**src/sv/prps_pkg.sv**
```systemverilog
// prps_pkg: types, constants and constant-divide helpers for the progress ring pixel shader
// used by every module of the block, no dependencies
`timescale 1ns / 1ps
package prps_pkg;

  localparam int FRAME_COLS = 1024;
  localparam int FRAME_ROWS = 768;

  localparam logic [2:0] REG_CENTER_X  = 3'd0;
  localparam logic [2:0] REG_CENTER_Y  = 3'd1;
  localparam logic [2:0] REG_RADIUS    = 3'd2;
  localparam logic [2:0] REG_THICKNESS = 3'd3;
  localparam logic [2:0] REG_START_COL = 3'd4;
  localparam logic [2:0] REG_END_COL   = 3'd5;
  localparam logic [2:0] REG_PROGRESS  = 3'd6;
  localparam logic [2:0] REG_GLOW      = 3'd7;

  typedef struct packed {
    logic [11:0] pixel_x;
    logic [11:0] pixel_y;
    logic [31:0] bg_pixel;
  } in_t;

  typedef struct packed {
    logic [31:0] pixel_out;
    logic        pixel_written;
  } out_t;

  typedef struct packed {
    logic [11:0] ctr_col;
    logic [11:0] ctr_row;
    logic [9:0]  ring_radius;
    logic [5:0]  ring_thickness;
    logic [23:0] start_color;
    logic [23:0] end_color;
    logic [8:0]  progress_degrees;
    logic [6:0]  glow_level;
  } cfg_t;

  typedef struct packed {
    logic        valid;
    logic        off;
    logic [31:0] bg;
    logic [12:0] radial;
    logic [8:0]  angle;
  } geom_t;

  // floor(v / 360) for v below 92160
  function automatic logic [7:0] div360(input logic [16:0] v);
    logic [33:0] p;
    p = 34'(v) * 34'(93207);
    return p[32:25];
  endfunction

  // floor(v / 255) for v below 65280
  function automatic logic [7:0] div255(input logic [15:0] v);
    logic [32:0] p;
    p = 33'(v) * 33'(65794);
    return p[31:24];
  endfunction

  // floor(v / 100) for v below 2^16
  function automatic logic [9:0] div100(input logic [15:0] v);
    logic [33:0] p;
    p = 34'(v) * 34'(167773);
    return p[33:24];
  endfunction

endpackage

```
**src/sv/prps_geom.sv**
```systemverilog
// prps_geom: offset, squared distance, pipelined integer square root and angle divider
// depends on prps_pkg
`timescale 1ns / 1ps
module prps_geom (
  input  logic           clk,
  input  logic           rst_n,
  input  logic           in_valid,
  input  prps_pkg::in_t  in_data,
  input  prps_pkg::cfg_t cfg,
  output prps_pkg::geom_t geom_out
);
  import prps_pkg::*;

  localparam int NSTG = 7;

  typedef struct packed {
    logic        off;
    logic [31:0] bg;
    logic [25:0] n;
    logic [25:0] r;
    logic [18:0] rem;
    logic [6:0]  q;
    logic [12:0] den;
    logic [8:0]  base;
  } it_t;

  logic        v1_r, v1_nxt;
  logic        off1_r, off1_nxt;
  logic [31:0] bg1_r;
  logic [11:0] adx1_r, ady1_r, adx_nxt, ady_nxt;
  logic        dxn1_r, dyn1_r, dxn_nxt, dyn_nxt;

  it_t            stg0_nxt;
  it_t            pipe_r [0:NSTG];
  it_t            pipe_nxt [0:NSTG];
  logic [NSTG:0]  vld_r;

  always_comb begin
    logic [12:0] dx, dy;
    dx = {1'b0, in_data.pixel_x} - {1'b0, cfg.ctr_col};
    dy = {1'b0, in_data.pixel_y} - {1'b0, cfg.ctr_row};
    dxn_nxt = dx[12];
    dyn_nxt = dy[12];
    adx_nxt = dx[12] ? 12'(-dx) : dx[11:0];
    ady_nxt = dy[12] ? 12'(-dy) : dy[11:0];
    off1_nxt = ({1'b0, in_data.pixel_x} >= 13'(FRAME_COLS)) ||
               ({1'b0, in_data.pixel_y} >= 13'(FRAME_ROWS));
    v1_nxt = in_valid;
  end

  always_comb begin
    logic [11:0] sel;
    logic [23:0] sx, sy;
    sx = 24'(adx1_r) * 24'(adx1_r);
    sy = 24'(ady1_r) * 24'(ady1_r);
    sel = (dxn1_r ^ dyn1_r) ? adx1_r : ady1_r;
    stg0_nxt.off = off1_r;
    stg0_nxt.bg  = bg1_r;
    stg0_nxt.n   = 26'(sx) + 26'(sy);
    stg0_nxt.r   = '0;
    stg0_nxt.rem = 19'(sel) * 19'(90);
    stg0_nxt.q   = '0;
    stg0_nxt.den = 13'(adx1_r) + 13'(ady1_r) + 13'd1;
    case ({dxn1_r, dyn1_r})
      2'b00:   stg0_nxt.base = 9'd0;
      2'b10:   stg0_nxt.base = 9'd90;
      2'b11:   stg0_nxt.base = 9'd180;
      default: stg0_nxt.base = 9'd270;
    endcase
  end

  // up to two root iterations and one quotient bit per stage
  always_comb begin
    it_t         cur;
    logic [25:0] bv;
    logic [19:0] dsh;
    pipe_nxt[0] = stg0_nxt;
    for (int j = 0; j < NSTG; j++) begin
      cur = pipe_r[j];
      for (int k = 0; k < 2; k++) begin
        if (2 * j + k < 13) begin
          bv = 26'd1 << (24 - 2 * (2 * j + k));
          if (cur.n >= cur.r + bv) begin
            cur.n = cur.n - (cur.r + bv);
            cur.r = (cur.r >> 1) + bv;
          end else begin
            cur.r = cur.r >> 1;
          end
        end
      end
      dsh = {7'd0, cur.den} << (6 - j);
      if ({1'b0, cur.rem} >= dsh) begin
        cur.rem = cur.rem - dsh[18:0];
        cur.q[6 - j] = 1'b1;
      end
      pipe_nxt[j + 1] = cur;
    end
  end

  always_ff @(posedge clk) begin
    if (!rst_n) begin
      v1_r  <= 1'b0;
      vld_r <= '0;
    end else begin
      v1_r  <= v1_nxt;
      vld_r <= {vld_r[NSTG-1:0], v1_r};
    end
    off1_r <= off1_nxt;
    bg1_r  <= in_data.bg_pixel;
    adx1_r <= adx_nxt;
    ady1_r <= ady_nxt;
    dxn1_r <= dxn_nxt;
    dyn1_r <= dyn_nxt;
    for (int j = 0; j <= NSTG; j++) begin
      pipe_r[j] <= pipe_nxt[j];
    end
  end

  assign geom_out.valid  = vld_r[NSTG];
  assign geom_out.off    = pipe_r[NSTG].off;
  assign geom_out.bg     = pipe_r[NSTG].bg;
  assign geom_out.radial = pipe_r[NSTG].r[12:0];
  assign geom_out.angle  = pipe_r[NSTG].base + {2'b00, pipe_r[NSTG].q};

endmodule

```
**config.mk**
```make
export PLATFORM = sky130hd
export DESIGN_NAME = prps_geom
export DESIGN_NICKNAME = d
export VERILOG_FILES = /design/src/sv/prps_pkg.sv /design/src/sv/prps_geom.sv
export SDC_FILE = /design/constraint.sdc
export NUM_CORES = 2
export LEC_CHECK = 0
export BUFFER_PORTS_ARGS = -buffer_cell sky130_fd_sc_hd__buf_2
export CAP_MARGIN = 5
export CORE_ASPECT_RATIO = 0.9
export CORE_UTILIZATION = 45
export DETAILED_ROUTE_END_ITERATION = 6
export PLACE_DENSITY = 0.67
export SETUP_SLACK_MARGIN = 0.05
export SYNTH_ARGS = -nofsm -noshare
export SYNTH_HDL_FRONTEND = slang
export SYNTH_SLANG_ARGS = --single-unit
```
**constraint.sdc**
```tcl
create_clock -name clk -period 6.7 [get_ports clk]
set_input_delay 1.34 -clock clk [delete_from_list [all_inputs] [get_ports clk]]
set_output_delay 1.34 -clock clk [all_outputs]
set_load 0.005 [all_outputs]
```
* Word level (Yosys, flattened, before mapping)
Memory sizes are Yosys's and may differ from the RTL's. Index checks and enable logic that the tools add are counted.
Storage, ports and cells: register bits 68, latch bits 0, memory bits (writable) 1064, bits in read-only memories 0, input port bits 163, output and inout bits 56, word-level logic and storage cells 136, memories kept 1
Memory list:
- pipe_r | depth 8, bits a word 133, rd ports 8, clocked after Yosys merged registers in 0, wr ports 8, line prps_geom.sv:34 | it_t pipe_r [0:NSTG];
Cells by class: $add $sub $neg 54, multiply operators 3, div/mod/pow operators 0, magnitude comparators 22, equality and inequality tests 2, shift operators 0, muxes and demuxes 43, bitwise operators 1, reduce and logical (&&, ||, !) cells 2
Operators with widths (number):
- two-way mux 26 bit | 26
- >= comparator 26 bit | 13
- subtractor 26 bit | 13
- two-way mux 19 bit | 6
- multiplier 12 x 12 -> 24 bit | 2
- two-way mux 12 bit | 3
- case mux 9 bit (3 select lines) | 1
- adder 25 x 1 -> 26 bit, second input constant | 1
- adder 25 x 11 -> 26 bit, second input constant | 1
- adder 25 x 13 -> 26 bit, second input constant | 1
- adder 25 x 15 -> 26 bit, second input constant | 1
- adder 25 x 17 -> 26 bit, second input constant | 1
- adder 25 x 19 -> 26 bit, second input constant | 1
- adder 25 x 21 -> 26 bit, second input constant | 1
- adder 25 x 23 -> 26 bit, second input constant | 1
- adder 25 x 25 -> 26 bit, second input constant | 1
- adder 25 x 3 -> 26 bit, second input constant | 1
- adder 25 x 5 -> 26 bit, second input constant | 1
- adder 25 x 7 -> 26 bit, second input constant | 1
- adder 25 x 9 -> 26 bit, second input constant | 1
- adder 26 x 1 -> 26 bit, second input constant | 1
- adder 26 x 11 -> 26 bit, second input constant | 1
- adder 26 x 13 -> 26 bit, second input constant | 1
- adder 26 x 15 -> 26 bit, second input constant | 1
- 38 further kinds | 46

* Longest topological paths before layout
An unclocked memory read counts as a cell.
word-level depth 7, gate-level depth with buffers 26, depth with buffers taken out 25

* Worst setup path after synthesis
OpenSTA, ideal clock, no wires.
kind register -> register, start register adx1_r[8], end memory pipe_r[0][94] (netlist bit), library setup time 0.123 ns, arrival time 6.239 ns, required time 6.577 ns, slack 0.338 ns, stages on the path, launching flop included 26, buffers on the path 1, clock period less this slack 6.362 ns, path through dfxtp_1 clkbuf_1 inv_1 nor2_1 inv_1 fa_1 fa_1 fa_1 inv_1 fa_1 fa_1 fa_1 inv_1 fa_1 inv_1 ha_1 o21ai_0 nand2b_1 a21oi_1 o31ai_1 a211oi_1 nor2_1 o21a_1 nor3_1 o21bai_1 xor2_1
RTL lines:
- start: declaration | line prps_geom.sv:30 | logic [11:0] adx1_r, ady1_r, adx_nxt, ady_nxt;
- start signal: assignment | line prps_geom.sv:110 | adx1_r <= adx_nxt;
- end: declaration | line prps_geom.sv:34

==> results.yml <==
run_status:
  outcome: "finished clean"
synthesis:
  syn-num-nets: 4906
  synth_area_per_cell_um2: 10.0
  yosys.area.top_type: "dfxtp_1"
  yosys_warnings: 0
  synth-async-reset-ratio_pct: 0
  synth_cells: 4128
  synth_cell_type_count: 78
  synthSimpleGateAreaFrac_pct: 11.1
  synth_compound_area_share_pct: 9.93
  synth-seq-cells: 861
  synth_area_mm2: 0.0414
  synth_top_family_by_area: "adder cells"
  yosysMostFrequentCell: "dfxtp_1"
  yosysTopAreaCellShare_pct: 41.7
  synthTopCellsByArea: "dfxtp_1 (42%), ha_1 (12%), fa_1 (11%)"
  muxShareOfSynthArea_pct: 1.53
  synth_edf_count: 0
  synth_ff_type: "dfxtp_1"
  synth_commonest_cells: "dfxtp_1 (861), inv_1 (626), ha_1 (383)"
  ys_seq_area_share_pct: 41.7
  synth_xor_area_share_pct: 5.74
  synthAdderAreaFrac_pct: 22.8
sta:
  hold_viol_final: 0
  hold_slack_ns: 0.307
  setup_ws_ns: 0.222
  fin_crit_sh_pct: 96.7
  maxSlewHeadroom_pct: 28.6
  setup_violations: 0
  worst_pin_slew_ns: 1.06
  finalClockSkew_ns: 0.0395
  fin_crit_ns: 6.48
  fmax_ghz: 0.154
  rsz0062_at_grt: "true"
  drv_slew: 0
critical_path:
  worstPathArrival_ns: 6.98
  worstPathMaxFanout: 11
  worstReg2RegStart: "ady1_r[11]"
  slowest_delay_ns: 0.54
  cp_cell_sequence: "buf_4 -> nand2_1 -> fa_1 -> inv_1 -> fa_1 -> fa_1 -> fa_1 -> fa_1 -> fa_1 -> inv_1 -> fa_1 -> inv_1 -> ha_1 -> a21o_1 -> a21oi_1 -> o31ai_4 -> a31o_2 -> nor4b_1 -> or3_1"
  cp.depth: 19
  r2r-end: "pipe_r[0][97]"
  path_buf_inv: 4
  crit_family: "adder cells"
  r2r_setup_slack_ns: 0.22
  r2r_cells: 19
  critPathRequiredTime_ns: 7.20
  end_kind: "register"
  slowest_stage: "fa_1"
  cp_common_cell: "fa_1"
  worstSetupPathType: "reg2reg"
  cp-start-kind: "register"
global_routing:
  grt_first_pass_wirelength_mm: 128
  grt_overflow: 0
  grt_pass1_vias: 25971
  grt_start_max_net_pins: 30
  antenna_found_initial: 1
  grt.total_usage_pct: 16.8
floorplanning:
  die_w_um: 322
  die_area_mm2: 0.0932
  die_h_um: 290
  start_util_pct: 45.4
  rows: 105
  ioPinCount: 219
  core_mm2: 0.0912
detailed_routing:
  routed_wl_mm: 78.2
  drt-initial-drc-count: 1396
  drtPass1Iterations: 6
  ant_nets: 0
  viasPerCell: 4.84
  drcViolationCount: 0
  vias: 27213
  wire_per_inst_um: 13.9
placement:
  place_congestion: 0.910
  place_hpwl_mm: 61.5
  port_buffers: 138
  pre_cts_slack_ns: 0.0543
  post_dp_cell_area_mm2: 0.0437
min_path:
  holdPathEnd: "pipe_r[1][270]"
  min-delay-path-class: "reg2reg"
  whs_path_depth: 0
  holdCritStartpoint: "pipe_r[1][137]"
clocking:
  cts_max_level: 3
  path_clk_slew_ns: 0.06
  root_buffer: "clkbuf_16"
  tritoncts: "built"
  clock_latency_ns: 0.66
  hold_buffers: 0
  clock-sinks: 861
  cts_buffer_depth: 3
  cts_buffers: 85
layout:
  nets: 5108
  final_area_mm2: 0.0469
  drive_gt1_share_pct: 10.9
  fin_util_pct: 51.5
  diodes: 0
  area_delta_synth_final_pct: 13.4
run:
  timing.max_cap.violations: 0
## flip-flops by register name (all words and copies together), names as in the netlist
signal  count
dyn1_r      1
vld_r       8
pipe_r    793
off1_r      1
dxn1_r      1
adx1_r     12
bg1_r      32
v1_r        1
ady1_r     12
## placed cells by master (no fill, tap or decap), types with 16 or more instances in the layout
master	count
xor2_1	101
nand2b_1	39
dfxtp_1	846
fa_1	232
ha_1	383
a21oi_1	203
nor4_1	40
xnor2_1	170
or3_1	24
o31ai_1	20
nand4_1	39
mux2_2	42
mux2i_1	16
o21a_1	30
nand2_1	226
nor2b_1	42
or2_2	17
and2_1	75
o21bai_1	21
a21o_1	68
nor2_1	230
buf_2	138
inv_1	626
nand3_1	54
nor3_1	67
a21boi_0	23
o21ai_0	147
a31oi_1	21
clkbuf_16	85
buf_4	85
## logic make-up (layout without fill, tap and decap cells)
logic type      after synthesis  count (layout)
fa+ha+maj                   615             615
compound gates              655             655
xor+xnor                    271             271
buf+inv                     746            1016
simple gates                922             922
mux                          58              58
flops                       861             861
## per-stage QoR
stage,TNS (ns),std cells
3_3_place_gp,0,5471
2_1_floorplan,0,4128
4_1_cts,0,5626
5_1_grt,-0.0309,5628
6_report,0,5628
3_5_place_dp,0,5471
## layer usage
metal  up-vias  share of wire, %  track usage [%]
met5         -             0.013                0
li1      13949                 -                -
met3       139               4.6             2.83
met4         2               2.2             4.51
met2       542                44             26.8
met1     12581                50             23.6
## final cells by class
class                      count  area [µm²]
clock inverter                42         724
sequential                   861       17300
timing repair buffer         228        1420
fill                        8269       44300
tap                         1230        1540
clock buffer                 113        2360
inverter                     633        2380
multi-input combinational   2521       21200
## worst reg2reg max path, delay by kind of cell (launching register included)
family          cells  cell delay (ns)
buf+inv             4             0.38
flops               1             0.39
compound gates      4             0.89
fa+ha+maj           8             4.07
simple gates        3             0.60
## worst max-delay path by stage
| stage | to | start |
|---|---|---|
| 6_report | pipe_r[0][97] | ady1_r[11] |
| 5_1_grt | pipe_r[0][97] | ady1_r[11] |
| 4_1_cts | pipe_r[0][94] | adx1_r[6] |
| 3_5_place_dp | pipe_r[0][94] | adx1_r[4] |
| 3_3_place_gp | pipe_r[0][94] | ady1_r[8] |
| 2_1_floorplan | pipe_r[0][94] | adx1_r[8] |
## repair_timing
item	4_1_cts	5_1_grt
endpoints found under the setup margin	2	7
gates resized for setup	4	32
setup buffers	0	2
pin swaps	0	5
Power is left out: the tool's default activity adds up to more than one toggle a clock period on the data nets, which glitch-free logic cannot reach.
