**src/sv/prps_pkg.sv**
```systemverilog
// prps_pkg: types, constants and constant-divide helpers for the progress ring pixel shader
// used by every module of the block, no dependencies
`timescale 1ns / 1ps
package prps_pkg;

  localparam int FRAME_COLS = 1024;
  localparam int FRAME_ROWS = 768;

  localparam logic [2:0] REG_CENTER_X  = 3'd0;
  localparam logic [2:0] REG_CENTER_Y  = 3'd1;
  localparam logic [2:0] REG_RADIUS    = 3'd2;
  localparam logic [2:0] REG_THICKNESS = 3'd3;
  localparam logic [2:0] REG_START_COL = 3'd4;
  localparam logic [2:0] REG_END_COL   = 3'd5;
  localparam logic [2:0] REG_PROGRESS  = 3'd6;
  localparam logic [2:0] REG_GLOW      = 3'd7;

  typedef struct packed {
    logic [11:0] pixel_x;
    logic [11:0] pixel_y;
    logic [31:0] bg_pixel;
  } in_t;

  typedef struct packed {
    logic [31:0] pixel_out;
    logic        pixel_written;
  } out_t;

  typedef struct packed {
    logic [11:0] ctr_col;
    logic [11:0] ctr_row;
    logic [9:0]  ring_radius;
    logic [5:0]  ring_thickness;
    logic [23:0] start_color;
    logic [23:0] end_color;
    logic [8:0]  progress_degrees;
    logic [6:0]  glow_level;
  } cfg_t;

  typedef struct packed {
    logic        valid;
    logic        off;
    logic [31:0] bg;
    logic [12:0] radial;
    logic [8:0]  angle;
  } geom_t;

  // floor(v / 360) for v below 92160
  function automatic logic [7:0] div360(input logic [16:0] v);
    logic [33:0] p;
    p = 34'(v) * 34'(93207);
    return p[32:25];
  endfunction

  // floor(v / 255) for v below 65280
  function automatic logic [7:0] div255(input logic [15:0] v);
    logic [32:0] p;
    p = 33'(v) * 33'(65794);
    return p[31:24];
  endfunction

  // floor(v / 100) for v below 2^16
  function automatic logic [9:0] div100(input logic [15:0] v);
    logic [33:0] p;
    p = 34'(v) * 34'(167773);
    return p[33:24];
  endfunction

endpackage

```
**src/sv/prps_shade.sv**
```systemverilog
// prps_shade: band and halo test, alpha, angle color mix and blend over the background
// depends on prps_pkg
`timescale 1ns / 1ps
module prps_shade (
  input  logic            clk,
  input  logic            rst_n,
  input  prps_pkg::geom_t geom_in,
  input  prps_pkg::cfg_t  cfg,
  output logic            out_valid,
  output prps_pkg::out_t  out_data
);
  import prps_pkg::*;

  // stage c
  logic        vc_r, passc_r, inbc_r, haloc_r;
  logic [31:0] bgc_r;
  logic [16:0] mixc_r [0:2];
  logic [15:0] boostc_r;
  logic [7:0]  abasec_r;
  logic [10:0] ganumc_r;
  logic        passc_nxt, inbc_nxt, haloc_nxt;
  logic [16:0] mixc_nxt [0:2];
  logic [15:0] boostc_nxt;
  logic [7:0]  abasec_nxt;
  logic [10:0] ganumc_nxt;

  // stage d
  logic        vd_r, wrd_r;
  logic [31:0] bgd_r;
  logic [23:0] cold_r, cold_nxt;
  logic [7:0]  alphad_r, alphad_nxt;
  logic        wrd_nxt;

  // stage e
  logic        ve_r, wre_r;
  logic [31:0] bge_r;
  logic [23:0] cole_r;
  logic [7:0]  alphae_r;
  logic [15:0] prode_r [0:2];
  logic [15:0] prode_nxt [0:2];

  // output
  logic        vo_r;
  out_t        out_r, out_nxt;

  always_comb begin
    logic [4:0]  h;
    logic [9:0]  inner;
    logic [10:0] outer;
    logic [12:0] d;
    logic [3:0]  hoff;
    logic [8:0]  t;
    h = cfg.ring_thickness[5:1];
    inner = (cfg.ring_radius > 10'(h)) ? cfg.ring_radius - 10'(h) : 10'd0;
    outer = {1'b0, cfg.ring_radius} + 11'(h);
    d = (geom_in.radial >= 13'(cfg.ring_radius)) ? geom_in.radial - 13'(cfg.ring_radius)
                                                 : 13'(cfg.ring_radius) - geom_in.radial;
    passc_nxt = geom_in.off || (geom_in.angle > cfg.progress_degrees);
    inbc_nxt = (geom_in.radial >= 13'(inner)) && (geom_in.radial <= 13'(outer));
    haloc_nxt = (cfg.glow_level != 7'd0) && (geom_in.radial > 13'(outer)) &&
                (geom_in.radial < 13'(outer) + 13'd8);
    if (d >= 13'(h))              abasec_nxt = 8'd0;
    else if (d + 13'd1 == 13'(h)) abasec_nxt = 8'd128;
    else                          abasec_nxt = 8'd255;
    hoff = 4'(geom_in.radial - 13'(outer));
    ganumc_nxt = 11'(cfg.glow_level) * 11'(4'd8 - hoff);
    boostc_nxt = 16'(abasec_nxt) * (16'd100 + 16'(cfg.glow_level));
    t = inbc_nxt ? geom_in.angle : 9'd180;
    for (int c = 0; c < 3; c++) begin
      mixc_nxt[c] = 17'(cfg.start_color[8*c +: 8]) * 17'(9'd360 - t) +
                    17'(cfg.end_color[8*c +: 8]) * 17'(t);
    end
  end

  always_comb begin
    logic [9:0] q100;
    logic [7:0] ab;
    logic [6:0] ga;
    for (int c = 0; c < 3; c++) begin
      cold_nxt[8*c +: 8] = div360(mixc_r[c]);
    end
    q100 = div100(boostc_r);
    if (cfg.glow_level != 7'd0) ab = (q100 > 10'd255) ? 8'd255 : q100[7:0];
    else                        ab = abasec_r;
    ga = ganumc_r[10:4];
    alphad_nxt = inbc_r ? ab : {1'b0, ga};
    wrd_nxt = !passc_r && (inbc_r || (haloc_r && ga != 7'd0));
  end

  always_comb begin
    for (int c = 0; c < 3; c++) begin
      prode_nxt[c] = 16'(cold_r[8*c +: 8]) * 16'(alphad_r) +
                     16'(bgd_r[8*c +: 8]) * 16'(8'd255 - alphad_r);
    end
  end

  always_comb begin
    logic [23:0] mixd;
    for (int c = 0; c < 3; c++) begin
      mixd[8*c +: 8] = div255(prode_r[c]);
    end
    out_nxt.pixel_written = wre_r;
    if (!wre_r)                 out_nxt.pixel_out = bge_r;
    else if (alphae_r == 8'd255) out_nxt.pixel_out = {8'h00, cole_r};
    else if (alphae_r == 8'd0)   out_nxt.pixel_out = bge_r;
    else                        out_nxt.pixel_out = {8'h00, mixd};
  end

  always_ff @(posedge clk) begin
    if (!rst_n) begin
      vc_r <= 1'b0;
      vd_r <= 1'b0;
      ve_r <= 1'b0;
      vo_r <= 1'b0;
    end else begin
      vc_r <= geom_in.valid;
      vd_r <= vc_r;
      ve_r <= vd_r;
      vo_r <= ve_r;
    end
    passc_r  <= passc_nxt;
    inbc_r   <= inbc_nxt;
    haloc_r  <= haloc_nxt;
    bgc_r    <= geom_in.bg;
    boostc_r <= boostc_nxt;
    abasec_r <= abasec_nxt;
    ganumc_r <= ganumc_nxt;
    for (int c = 0; c < 3; c++) begin
      mixc_r[c]  <= mixc_nxt[c];
      prode_r[c] <= prode_nxt[c];
    end
    bgd_r    <= bgc_r;
    cold_r   <= cold_nxt;
    alphad_r <= alphad_nxt;
    wrd_r    <= wrd_nxt;
    bge_r    <= bgd_r;
    cole_r   <= cold_r;
    alphae_r <= alphad_r;
    wre_r    <= wrd_r;
    out_r    <= out_nxt;
  end

  assign out_valid = vo_r;
  assign out_data  = out_r;

endmodule

```
**config.mk**
```make
export PLATFORM = sky130hd
export DESIGN_NAME = prps_shade
export DESIGN_NICKNAME = d
export VERILOG_FILES = /design/src/sv/prps_pkg.sv /design/src/sv/prps_shade.sv
export SDC_FILE = /design/constraint.sdc
export NUM_CORES = 2
export LEC_CHECK = 0
export BUFFER_PORTS_ARGS = -buffer_cell sky130_fd_sc_hd__buf_2
export CAP_MARGIN = 30
export CORE_MARGIN = 2
export CORE_UTILIZATION = 58
export CTS_CLUSTER_SIZE = 20
export DETAILED_ROUTE_END_ITERATION = 8
export GPL_ROUTABILITY_DRIVEN = 0
export PLACE_DENSITY = 0.86
export RECOVER_POWER = 50
export SYNTH_ARGS = -nofsm -noshare
export SYNTH_HDL_FRONTEND = slang
export SYNTH_SLANG_ARGS = --single-unit
```
**constraint.sdc**
```tcl
create_clock -name clk -period 17.6 [get_ports clk]
set_input_delay 0.88 -clock clk [delete_from_list [all_inputs] [get_ports clk]]
set_output_delay 0.88 -clock clk [all_outputs]
set_load 0.01 [all_outputs]
```
After elaboration in Yosys (flattened, before gate mapping):

Memory sizes are Yosys's and may differ from the RTL's.
Index checks and enable logic that the tools add are counted.

* register bits after elaboration: 237
* RAM bits: 99
* input bits: 162
* output and inout port bits: 34
* word-level logic and storage cells: 95
* memories: 2

Memory list
* mixc_r: depth 3, width 17, rd ports 3, clocked after Yosys merged registers in 0, wr ports 3, RTL line prps_shade.sv:17 `logic [16:0] mixc_r [0:2];`
* prode_r: depth 3, width 16, rd ports 3, clocked after Yosys merged registers in 0, wr ports 3, RTL line prps_shade.sv:39 `logic [15:0] prode_r [0:2];`

* add/subtract/negate cells: 17
* multipliers: 21
* order comparisons: 9
* eq/ne operators: 2
* multiplexer cells: 11
* reductions and logical operators: 11

Operators by type and width (count)
* $mul 17x17->33 const B: 3
* $mux 32: 3
* $mul 16x16->31 const B: 3
* $mul 8x8->16: 4
* $add 17x17->17: 3
* $mul 8x9->17: 3
* $add 16x16->16: 3
* $mul 16x18->34 const B: 1
* $mul 8x17->17: 2
* $mul 8x16->16: 2
* $ge 13x10->1: 2
* $mux 8: 3
* $mul 9x10->17: 1
* $mul 9x9->16: 1
* $mux 7: 2
* $reduce_bool 7->1: 2
* $add 13x1->13 const B: 1
* $eq 13x5->1: 1
* $ge 13x5->1: 1
* $gt 13x11->1: 1
* $le 13x11->1: 1
* $lt 13x12->1: 1
* $mux 13: 1
* $sub 10x13->13: 1
* 20 further kinds: 25

Depth between registers and ports, before layout:

* depth after elaboration: 8
* depth in mapped cells: 54
* depth with buffers taken out: 50

Least setup slack after synthesis:

Ideal clock, no wire load.

* path kind: input to register
* from: input port cfg[70] in the netlist's numbering
* to: memory mixc_r[1][16], in the netlist mixc_r[0][33]
* setup time: 0.130 ns
* arrival: 11.095 ns
* required time: 17.470 ns
* slack: 6.376 ns
* stages: 50
* buffers on the path: 5
* cell sequence: inv_1 ha_1 inv_1 fa_1 a21o_1 a21oi_1 nor2_1 nor3_1 a31oi_1 or3_1 or3_1 clkbuf_1 and2_1 ha_1 nor2b_1 o21a_1 o21a_1 o21ai_0 (+14 left out) and2_1 clkbuf_1 nand2_1 fa_1 fa_1 inv_1 fa_1 fa_1 fa_1 inv_1 fa_1 inv_1 ha_1 a21boi_0 a41o_1 nor4_1 o41ai_1 xnor3_1

RTL lines
* start, declared: RTL line prps_shade.sv:8 `input prps_pkg::cfg_t cfg,`
* end, declared: RTL line prps_shade.sv:17

==> metrics.md <==
| Metric | Value |
|---|---|
| Number of global-route vias before repair | `49379` |
| Setup CP Type | `in -> reg` |
| Die H | `roughly 330 um` |
| Post-DP HPWL | `115600 um` |
| CP max stage cell | `o21a_1` |
| Total I/O pin count | `196` |
| Largest stage delay, worst path | `0.63 ns` |
| Status | `finished, violations left` |
| First-pass GRT wire length | `236700 um` |
| Synth cell types | `90` |
| Clock Latency Late Sink | `0.63 ns` |
| Failing checks | `max-capacitance violations, max-slew violations` |
| Die area | `0.1111 mm^2` |
| Routed wire length | `approximately 140000 um` |
| CP Launch Point | `cfg[70]` |
| Global route overflow | `0` |
| Max Slew Vio Count | `between 300 and 400` |
| Core ar. | `0.1074 mm^2` |
| Crit path DAT | `13.01 ns` |
| Post-Syn Instances | `approximately 6500` |
| DR vias/cell | `5.515` |
| Slew @ Worst Pin | `roughly 2.8 ns` |
| PortBufs | `170` |
| # hold bufs at CTS | `0` |
| Setup crit end kind | `register` |
| H-tree levels | `2` |
| Unrepaired setup endpoints after global routing | `no` |
| Synth top area cells | `fa_1 (35%), ha_1 (24%), dfxtp_1 (10%)` |
| FF+latch count, synth | `326` |
| Setup violators final | `0` |
| Min cycle time layout | `12.51 ns` |
| Worst-path maximum fanout | `11` |
| Critical path launch point type | `input port` |
| Period utilization | `between 70% and 80%` |
| CTS tree | `yes` |
| Largest net degree at the start of global routing | `66` |
| Synth warn | `0` |
| Fmax | `about 80 MHz` |
| Final hold slack | `0.3251 ns` |
| Core Util, Final | `62.04%` |
| Yosys top cell by area | `fa_1` |
| Post-route ant nets | `0` |
| Gr usage total | `a little over a quarter` |
| CP required | `18.10 ns` |
| Cts repair resizes | `0` |
| Final Hold Vio Count | `0` |
| TritonCTS Buffers | `42` |
| Fin area | `approximately 0.067 mm^2` |
| Synth Flop Type | `dfxtp_1` |
| Longest Clk Path Bufs | `3` |
| EDFF count, synth | `0` |
| Post-synthesis sequential area ratio | `10.37%` |
| Syn avg cell area | `9.690 um^2` |
| Maxcap violations | `7` |
| Fin Setup TNS | `0 ns` |
| Top cell type's share of synthesized area | `34.69%` |
| WL/cell | `17.50 um` |
| TritonRoute pass-1 iters | `6` |
| Starting DRC count in detailed routing | `2648` |
| Row count | `120` |
| HP Class | `reg -> reg` |
| Layout Area Growth over Synthesis | `5.871%` |
| CTS clk-pin slew, worst paths | `0.06 ns` |
| Cell area after synthesis | `0.06291 mm^2` |
| Clk sinks | `between 300 and 400` |
| Fin nets | `9045` |
| Chip width | `~330 um` |
| Hold Crit Start | `bgc_r[12]` |
| Post-synth ARST share | `0%` |
| Clock Skew | `0.02107 ns` |
| Fillcell total | `8117` |
| Share of layout cells above drive strength 1 | `4.164%` |
| R2R Path Start | `alphad_r[4]` |
| Max-slew headroom | `-85.28%` |
| Placed cell areas | `0.06521 mm^2` |
| Initial antenna violation count | `10` |
| CTS root buffer | `clkbuf_16` |
| Number of setup buffers added after CTS | `0` |
| Residual DRC | `0` |
| Initial Util | `58.60%` |
| Vias after detailed routing | `44330` |
[cells in the final DEF (no fill, tap or decap), drive strengths merged, types with 8 or more instances in the layout]
cell type,n
inv,1618
ha,1196
fa,1090
nand2,387
and2,343
dfxtp,326
xnor2,177
nor2b,150
a21oi,146
buf,140
nor2,120
clkbuf,107
nand2b,95
and3,78
o21ai,77
xor2,59
nor3,58
a21o,51
o21bai,44
o21a,33
nand3,31
o22ai,22
o211ai,21
nand4,19
a211oi,19
a21boi,19
nor4,17
or3,15
a31oi,13
clkinv,11
or2,10
mux2,9
a31o,8
[area by class of cell]
| cell class | count | area, um^2 | area share (%) |
|---|---|---|---|
| antenna | 6 | 15.01 | 0.02254 |
| clock buffer | 55 | 1190 | 1.787 |
| clock inverter | 21 | 246.5 | 0.3701 |
| inverter | 1616 | 6066 | 9.107 |
| multi-input combinational | 4419 | 49840 | 74.82 |
| sequential | 326 | 6533 | 9.808 |
| tap | 1403 | 1755 | 2.636 |
| timing repair buffer | 192 | 963.4 | 1.446 |
[sequential cells by signal, indices dropped and copies added, names as in the netlist, 16 cells and up]
signal    count
bgc_r        32
bgd_r        32
bge_r        32
boostc_r     16
cold_r       24
cole_r       24
mixc_r       51
out_data     33
prode_r      48
[per-stage QoR]
step	std cells	setup slack [ns]
after floorplan	6494	6.376
after global placement	7953	5.040
after detailed placement	7954	4.620
after CTS	8030	5.239
after global routing	8037	4.382
final	8038	5.088
[cell usage after synthesis (all sizes together) (9+ instances only)]
cell       n
inv     1616
ha      1196
fa      1090
nand2    387
and2     343
dfxtp    326
xnor2    177
nor2b    150
a21oi    146
nor2     120
clkbuf   116
nand2b    95
and3      78
o21ai     77
xor2      59
nor3      58
a21o      51
o21bai    44
o21a      33
nand3     31
o22ai     22
o211ai    21
a211oi    19
a21boi    19
nand4     19
buf       17
nor4      17
or3       15
a31oi     13
or2       10
mux2       9
[metal layers]
metal | GRT usage [%] | part of all wire [%] | vias to the layer above
li1 | - | - | 20281
met1 | 32.48 | 40 | 22168
met2 | 45.73 | 50 | 1519
met3 | 3.710 | 6.8 | 360
met4 | 9.916 | 3.4 | 2
met5 | 0 | 0.0064 | -
[path summary, 6_finish.rpt]
check	end	slack, ns	cells after the start
hold reg to reg	bgd_r[12]	0.33	0
setup reg to reg	prode_r[0][31]	9.84	19
hold / removal	bgd_r[12]	0.33	0
setup / recovery	mixc_r[0][33]	5.09	48
[logic make-up after synthesis]
group                    count (synthesis)  synth area share, %
flip-flops                             326                10.37
AO/OA/AOI/OAI                          525                5.569
XOR/XNOR                               240                3.441
multiplexers                            13               0.2247
buffers and inverters                 1749                10.50
adder cells (fa/ha/maj)               2286                58.47
other                                    2              0.01194
AND/OR/NAND/NOR                       1351                11.40
[worst max-delay path: cells and delay by family]
family / cells / cell delay [ns]
XOR/XNOR: 2 / 0.74
buffers and inverters: 9 / 0.88
AO/OA/AOI/OAI: 14 / 3.31
adder cells (fa/ha/maj): 11 / 4.34
AND/OR/NAND/NOR: 12 / 2.81
Power is not shown: default switching activity piles up to over one toggle a cycle in this logic, so the estimate is an artifact.
